==> config.mk <==
export PLATFORM = sky130hd
export DESIGN_NAME = sbsi_div
export DESIGN_NICKNAME = d
export VERILOG_FILES = /design/src/hw/rtl/sbsi_pkg.sv /design/src/hw/rtl/sbsi_div.sv
export SDC_FILE = /design/constraint.sdc
export NUM_CORES = 2
export LEC_CHECK = 0
export BUFFER_PORTS_ARGS = -buffer_cell sky130_fd_sc_hd__buf_2
export CORE_ASPECT_RATIO = 0.6
export CORE_MARGIN = 5
export CORE_UTILIZATION = 50
export CTS_CLUSTER_DIAMETER = 50
export CTS_CLUSTER_SIZE = 25
export DETAILED_ROUTE_END_ITERATION = 7
export PLACE_DENSITY = 0.75
export REMOVE_ABC_BUFFERS = 1
export SLEW_MARGIN = 10
export SYNTH_ARGS = -nofsm -noshare
export SYNTH_HDL_FRONTEND = slang
export SYNTH_SLANG_ARGS = --single-unit
==> constraint.sdc <==
create_clock -name clk -period 5.7 [get_ports clk]
set_clock_uncertainty 0.05 [all_clocks]
set_input_delay 0.285 -clock clk [delete_from_list [all_inputs] [get_ports clk]]
set_output_delay 0.285 -clock clk [all_outputs]
set_load 0.02 [all_outputs]
==> src/hw/rtl/sbsi_pkg.sv <==
// Shared constants and types of the segment box slab test.
package sbsi_pkg;
	localparam int COORD_WIDTH_DEF = 32;
	localparam int T_FRAC_BITS_DEF = 16;

	typedef struct packed {
		logic vld;
		logic hit;
	} sbsi_ctl_t;
endpackage

==> src/hw/rtl/sbsi_div.sv <==
// Pipelined restoring divider giving a quantised, saturated slab crossing.
module sbsi_div #(
	parameter int NW = 35,
	parameter int DW = 33,
	parameter int TF = 16,
	parameter bit UP = 1'b1
) (
	input  logic                 clk,
	input  logic signed [NW-1:0] num,
	input  logic [DW-1:0]        den,
	output logic signed [TF+2:0] res
);
	import sbsi_pkg::*;

	localparam int XW = (NW > DW + 1) ? NW : DW + 1;
	localparam logic signed [TF+2:0] R_MAX = (TF+3)'((1 << TF) + 1);
	localparam logic signed [TF+2:0] R_MIN = -(TF+3)'(1);

	logic [NW-1:0] mag;
	logic [XW-1:0] mag_x;
	logic [XW-1:0] rem_x;
	logic          neg;
	logic          sat;
	logic          q0;

	logic [DW-1:0] rem_p [TF+1];
	logic [TF:0]   q_p   [TF+1];
	logic [DW-1:0] den_p [TF+1];
	logic          neg_p [TF+1];
	logic          sat_p [TF+1];

	logic [TF+1:0] q_inc;
	logic          nz;

	always_comb begin
		neg   = num[NW-1];
		mag   = neg ? NW'(-num) : NW'(num);
		mag_x = XW'(mag);
		sat   = mag_x >= XW'({den, 1'b0});
		q0    = mag_x >= XW'(den);
		rem_x = q0 ? (mag_x - XW'(den)) : mag_x;
	end

	always_ff @(posedge clk) begin
		rem_p[0] <= rem_x[DW-1:0];
		q_p[0]   <= (TF+1)'(q0);
		den_p[0] <= den;
		neg_p[0] <= neg;
		sat_p[0] <= sat;
	end

	// one quotient bit per stage
	for (genvar k = 1; k <= TF; k++) begin : g_bit
		logic [DW:0] r2;
		logic        ge;
		always_comb begin
			r2 = {rem_p[k-1], 1'b0};
			ge = r2 >= {1'b0, den_p[k-1]};
		end
		always_ff @(posedge clk) begin
			rem_p[k] <= ge ? DW'(r2 - {1'b0, den_p[k-1]}) : r2[DW-1:0];
			q_p[k]   <= {q_p[k-1][TF-1:0], ge};
			den_p[k] <= den_p[k-1];
			neg_p[k] <= neg_p[k-1];
			sat_p[k] <= sat_p[k-1];
		end
	end

	always_comb begin
		nz    = rem_p[TF] != '0;
		q_inc = (TF+2)'(q_p[TF]) + (TF+2)'(UP && nz);
	end

	always_ff @(posedge clk) begin
		priority if (sat_p[TF])
			res <= neg_p[TF] ? R_MIN : R_MAX;
		else if (neg_p[TF])
			res <= (q_p[TF] == '0 && (UP || !nz)) ? '0 : R_MIN;
		else if ((TF+3)'(q_inc) > R_MAX)
			res <= R_MAX;
		else
			res <= (TF+3)'(q_inc);
	end
endmodule

[Word level (Yosys, flattened, before mapping)]
Memory sizes are Yosys's and may differ from the RTL's.
Cells that the tools add are included.
Word-level totals
  bits in writable memories: 1445
  memories: 5
  flip-flop bits (word level): 19
Memories
  den_p: depth 17, width 33, read ports 16, clocked after Yosys merged registers in 0, wr ports 17, RTL line sbsi_div.sv:28  | logic [DW-1:0] den_p [TF+1];
  rem_p: depth 17, width 33, read ports 17, clocked after Yosys merged registers in 0, wr ports 17, RTL line sbsi_div.sv:26  | logic [DW-1:0] rem_p [TF+1];
  q_p: depth 17, width 17, read ports 17, clocked after Yosys merged registers in 0, wr ports 17, RTL line sbsi_div.sv:27  | logic [TF:0] q_p [TF+1];
  neg_p: depth 17, width 1, read ports 17, clocked after Yosys merged registers in 0, wr ports 17, RTL line sbsi_div.sv:29  | logic neg_p [TF+1];
  sat_p: depth 17, width 1, read ports 17, clocked after Yosys merged registers in 0, wr ports 17, RTL line sbsi_div.sv:30  | logic sat_p [TF+1];
Cells by class
  mux-type cells: 23
  reductions and logical operators: 2
  order comparisons: 19
  add/subtract/negate cells: 19
Operators by type and width (count)
  33-bit 2-to-1 mux: 17
  33-bit subtractor: 17
  34-bit by 33-bit >= comparator with 1-bit output: 16
  19-bit 2-to-1 mux: 4
  35-bit by 33-bit >= comparator with 1-bit output: 1
  35-bit by 34-bit >= comparator with 1-bit output: 1
  35-bit 2-to-1 mux: 1
  35-bit negator: 1
  33-bit nonzero test: 1
  17-bit by 1-bit adder with 18-bit output: 1
  18-bit by 17-bit greater-than comparator with 1-bit output (second input constant): 1
  18-bit 2-to-1 mux: 1
  17-bit zero test: 1

[Depth between registers and ports, before layout]
An unclocked memory read counts as a cell.
  depth in word-level cells: 7
  gate-level depth with buffers: 20

[Worst setup path after synthesis]
Ideal clock, no wire load.
  path type: input -> register
  start: in num[3]
  end: mem rem_p[0][19]
  arrival time: 4512 ps
  setup time: 121 ps
  path slack: 1016 ps
  stages: 17
  cell sequence: or4_4 > or4_4 > or3_1 > or2_2 > o41ai_1 > xnor2_1 > ha_1 > clkbuf_1 > a21o_1 > a21oi_1 > o21bai_1 > a21oi_1 > o21ai_0 > a21oi_1 > o21ai_2 > buf_6 > mux2_4
RTL lines
  start, declared: RTL line sbsi_div.sv:9  | input logic signed [NW-1:0] num,
  end, declared: RTL line sbsi_div.sv:26

==> results.txt <==
----------------------------------------------------
[STA]
  Highest attainable clock frequency ... 184 MHz
  Final Setup Violations ... 0
  Number of slew-limit violations in the final report ... 0
  Share of the clock period used by the worst path after layout ... 95.5%
  Final worst path period need ... 5.44 ns
  Setup repair after global routing missed its margin ... no
  Number of endpoints with negative hold slack in the final report ... 0
  Relative max-transition margin ... 13.2%
  Slew of the pin with the lowest slew margin ... 1.28 ns
  TNS Setup ... 0 ns

[Clock network]
  CTS tree ... done
  CTS buffer count ... 95
  H-tree levels ... 3
  Maximum root-to-sink buffer count ... 3
  Post-CTS Setup Inserts ... 0
  Clock sink count ... 1,295
  Clock input transition at the sequential cells of the worst setup and hold paths ... 0.08 ns
  Buffer type at the clock tree root ... sky130_fd_sc_hd__clkbuf_16
  Clock insertion delay at the later pin of the skew report ... 0.74 ns

[Final layout]
  Area Growth Syn to Fin ... 10.6%
  Post-layout nets ... 7,914
  Reg area ... 25,900 sq um
  Area of combinational cells with multiple inputs ... 34,800 sq um
  Final Instance Count excl. Fillers ... 9,009
  Share of final-layout standard cells stronger than drive strength 1 ... 8.41%
  Number of inserted filler cells in the final layout ... 11,000
  Share of the core filled with cells ... 55.8%

[Worst setup path]
  Family with the most delay on the worst path ... simple AND/OR/NAND/NOR gates
  Worst path arrival time ... 5.99 ns
  Worst Setup Start Kind ... input port
  Critical path buffer and inverter count ... 3
  Sort of element at the end of the critical path ... flip-flop
  Slowest stage delay, CP ... 0.55 ns
  Slowest stage cell, crit path ... sky130_fd_sc_hd__dlygate4sd3_1
  Setup Crit Path Kind ... in2reg
  Endpoint required time on the critical path ... 6.24 ns
  Largest fanout on the critical path ... 5
  Sequence of cells on the critical path ... dlygate4sd3_1, buf_2, or4_4, or4_4, or3_1, nor2_1, nand3_1, nand2_1, xnor2_1, ha_1, a21oi_1, o21ai_0, a21oi_1, o21ai_0, a221oi_1, o21ai_0, a21oi_2, o21ai_4, nor2_1, a21oi_1, dlygate4sd3_1

[Route]
  Top Metal Used ... met5
  WL/cell ... 18.9 microns
  First-pass iteration count of the detailed router ... 7
  Post-detailed-route via-to-cell ratio ... 5.68
  Violation count after the first detailed-route iteration ... 5,792
  Met3 wire length ... 20,900 microns
  Remaining routing DRC violations ... 0
  Total number of vias ... 51,100
  Met2 layer wire length in the routed design ... 56,600 microns
  Antenna-violating nets left ... 0
  Routed wire length ... 170,000 microns
  Wire length on met1 ... 90,600 microns

[Synth]
  Combined area of all synthesized cells ... 63,900 sq um
  Post-synth cell types ... 88
  Post-synthesis area per instance ... 9.04 sq um
  Synthesized flop and latch total ... 1,295
  Number of synthesized flops with an enable pin ... 0
  Proportion of synthesized chip area in sequential cells ... 40.6%
  Number of instances in the synthesized netlist ... 7,071
  Proportion of synthesized flip-flops having asynchronous set or reset ... 0%
  Synthesis Warnings ... 0
  Post-synth top flop ... sky130_fd_sc_hd__dfxtp_1

[GRT]
  Overflow after GRT ... 0
  Initial antenna violation count ... 6
  Total global-route track usage ... 24.4%
  Via count of the first global-routing pass ... 46,800
  Wire length of the first global-routing pass ... 266,000 microns
  Pin count of the biggest net entering global routing ... 67

[Pwr]
  Leak ... 32.6 nW
  Pwr dens ... 652 nW/um^2
  Total Power ... 46.1 mW
  Maximum vdd ir drop ... 0.293 mV

[Placement]
  RD Place Congestion ... 1.02
  PortBufs ... 87
  Number of placed instances with taps included ... 8,769
  Sum of net half-perimeters after detailed placement ... 134,000 microns

[Floorplanning]
  Width of the chip ... 472 microns
  Number of placement rows ... 101
  Core ar. ... 127,000 sq um
  Starting Density ... 50.4%
  Number of ports placed on the die boundary ... 88
  DIE AREA ... 135,000 sq um
  Die height ... 287 microns

[Min path]
  Type of the tightest min-delay check ... in2reg

[Job]
  Number of maximum-capacitance violations ... 0

[Run status]
  Run status ... complete, no violations

----------------------------------------------------
[repair_timing]
item | 4_1_cts | 5_1_grt
endpoints found under the setup margin | 0 | 1
hold buffers | 64 | 0
hold endpoints to repair | 63 | 0
gates resized for setup | 0 | 2
[final timing paths]
kind,slack (ns),end,start,cells after the start
hold reg to reg,0.26,neg_p[0][7],neg_p[0][6],0
setup / recovery,0.26,rem_p[0][30],num[2],21
setup reg to reg,0.80,rem_p[0][145],rem_p[0][99],14
hold / removal,0.05,rem_p[0][22],num[22],3
[cell families (layout without fill, tap and decap cells)]
kind of cell | Yosys count | in the layout | synth area share, %
adder cells (fa/ha/maj) | 614 | 614 | 12.2
AND/OR/NAND/NOR | 1621 | 1621 | 12.1
AO/OA/AOI/OAI | 1916 | 1916 | 18.7
flip-flops | 1295 | 1295 | 40.6
XOR/XNOR | 505 | 505 | 6.92
other | 0 | 1 | 0
buffers and inverters | 875 | 1113 | 5.21
multiplexers | 245 | 245 | 4.31
[cell usage in the layout (no fill, tap or decap), types with 45 or more instances in the layout]
master                          netlist  final
sky130_fd_sc_hd__inv_1              732    732
sky130_fd_sc_hd__nand3_1            119    119
sky130_fd_sc_hd__o31ai_1             46     46
sky130_fd_sc_hd__nor3_1              84     83
sky130_fd_sc_hd__nand4_1             80     80
sky130_fd_sc_hd__clkbuf_16            0     96
sky130_fd_sc_hd__a21oi_1            558    555
sky130_fd_sc_hd__dlygate4sd3_1        0     64
sky130_fd_sc_hd__a21o_1             271    271
sky130_fd_sc_hd__o21bai_1            69     69
sky130_fd_sc_hd__nor2b_1             75     75
sky130_fd_sc_hd__ha_1               597    597
sky130_fd_sc_hd__o21a_1              76     76
sky130_fd_sc_hd__dfxtp_1           1295   1295
sky130_fd_sc_hd__o21ai_0            509    507
sky130_fd_sc_hd__a31oi_1             63     61
sky130_fd_sc_hd__nor2_1             389    389
sky130_fd_sc_hd__nand2b_1            96     96
sky130_fd_sc_hd__nand2_1            537    537
sky130_fd_sc_hd__buf_2                9     87
sky130_fd_sc_hd__mux2_2             223    223
sky130_fd_sc_hd__and3_1              45     45
sky130_fd_sc_hd__xor2_1             191    191
sky130_fd_sc_hd__xnor2_1            314    314
sky130_fd_sc_hd__buf_4                3     49
[per-layer routing]
layer	track usage, %	vias to the layer above
met5	0.924	-
met4	3.45	4
met3	7.95	132
met2	29.2	1986
met1	41.0	24000
li1	-	25000
[where the power goes]
part           internal (mW)  switching [mW]  leakage, nW
Combinational           10.5            14.2         20.0
Sequential              12.2            1.77         10.9
Clock                   3.60            3.84         1.67
Total                   26.3            19.8         32.6
[synth_stat cells (all sizes together), types with 21 or more instances]
cell type,instances,share of area (%)
or3,34,0.33
a21oi,559,4.4
a21o,271,3.2
nor4,41,0.42
or2,30,0.29
dfxtp,1295,41
nor2b,75,0.73
a21boi,24,0.28
o21a,76,0.89
buf,21,0.19
and2,30,0.29
o21ai,515,4.0
xnor2,314,4.3
a31oi,64,0.64
nand4,81,0.80
nand2b,96,0.94
ha,597,12
xor2,191,2.6
a211oi,38,0.45
and3,45,0.44
nor2,389,2.3
nand2,537,3.2
mux2,227,4.0
o211ai,36,0.42
clkbuf,122,0.72
inv,732,4.3
o31ai,46,0.54
nand3,119,0.93
nor3,85,0.67
o21bai,69,0.81
[flip-flops by register name (all words and copies together), names as in the netlist]
| name | flops |
|---|---|
| res | 19 |
| rem_p | 561 |
| neg_p | 17 |
| q_p | 153 |
| sat_p | 17 |
| den_p | 528 |
[layout make-up]
type | instances | share of cell area, %
Sequential cell | 1295 | 36.7
Timing Repair Buffer | 206 | 2.21
Tap cell | 1699 | 3.01
Antenna cell | 1 | 0.00354
Multi-Input combinational cell | 4901 | 49.3
Clock buffer | 99 | 3.44
Clock inverter | 76 | 1.47
Inverter | 732 | 3.89
[worst min-delay path, cell delays in order]
cell and delay (ns):
sky130_fd_sc_hd__buf_2 0.14, sky130_fd_sc_hd__xnor2_1 0.22, sky130_fd_sc_hd__mux2_4 0.17
[per-stage QoR]
stage,hold WS [ns],cell area [sq um],worst slack (ns)
after CTS,0.0135,70600,0.350
final,0.0531,70700,0.255
after global placement,0.260,66500,0.301
after global routing,0.0622,70700,0.0442
after detailed placement,0.262,66500,0.271
after floorplan,0.260,63300,-0.0767
Note: power is estimated with default switching activity, not from simulation.
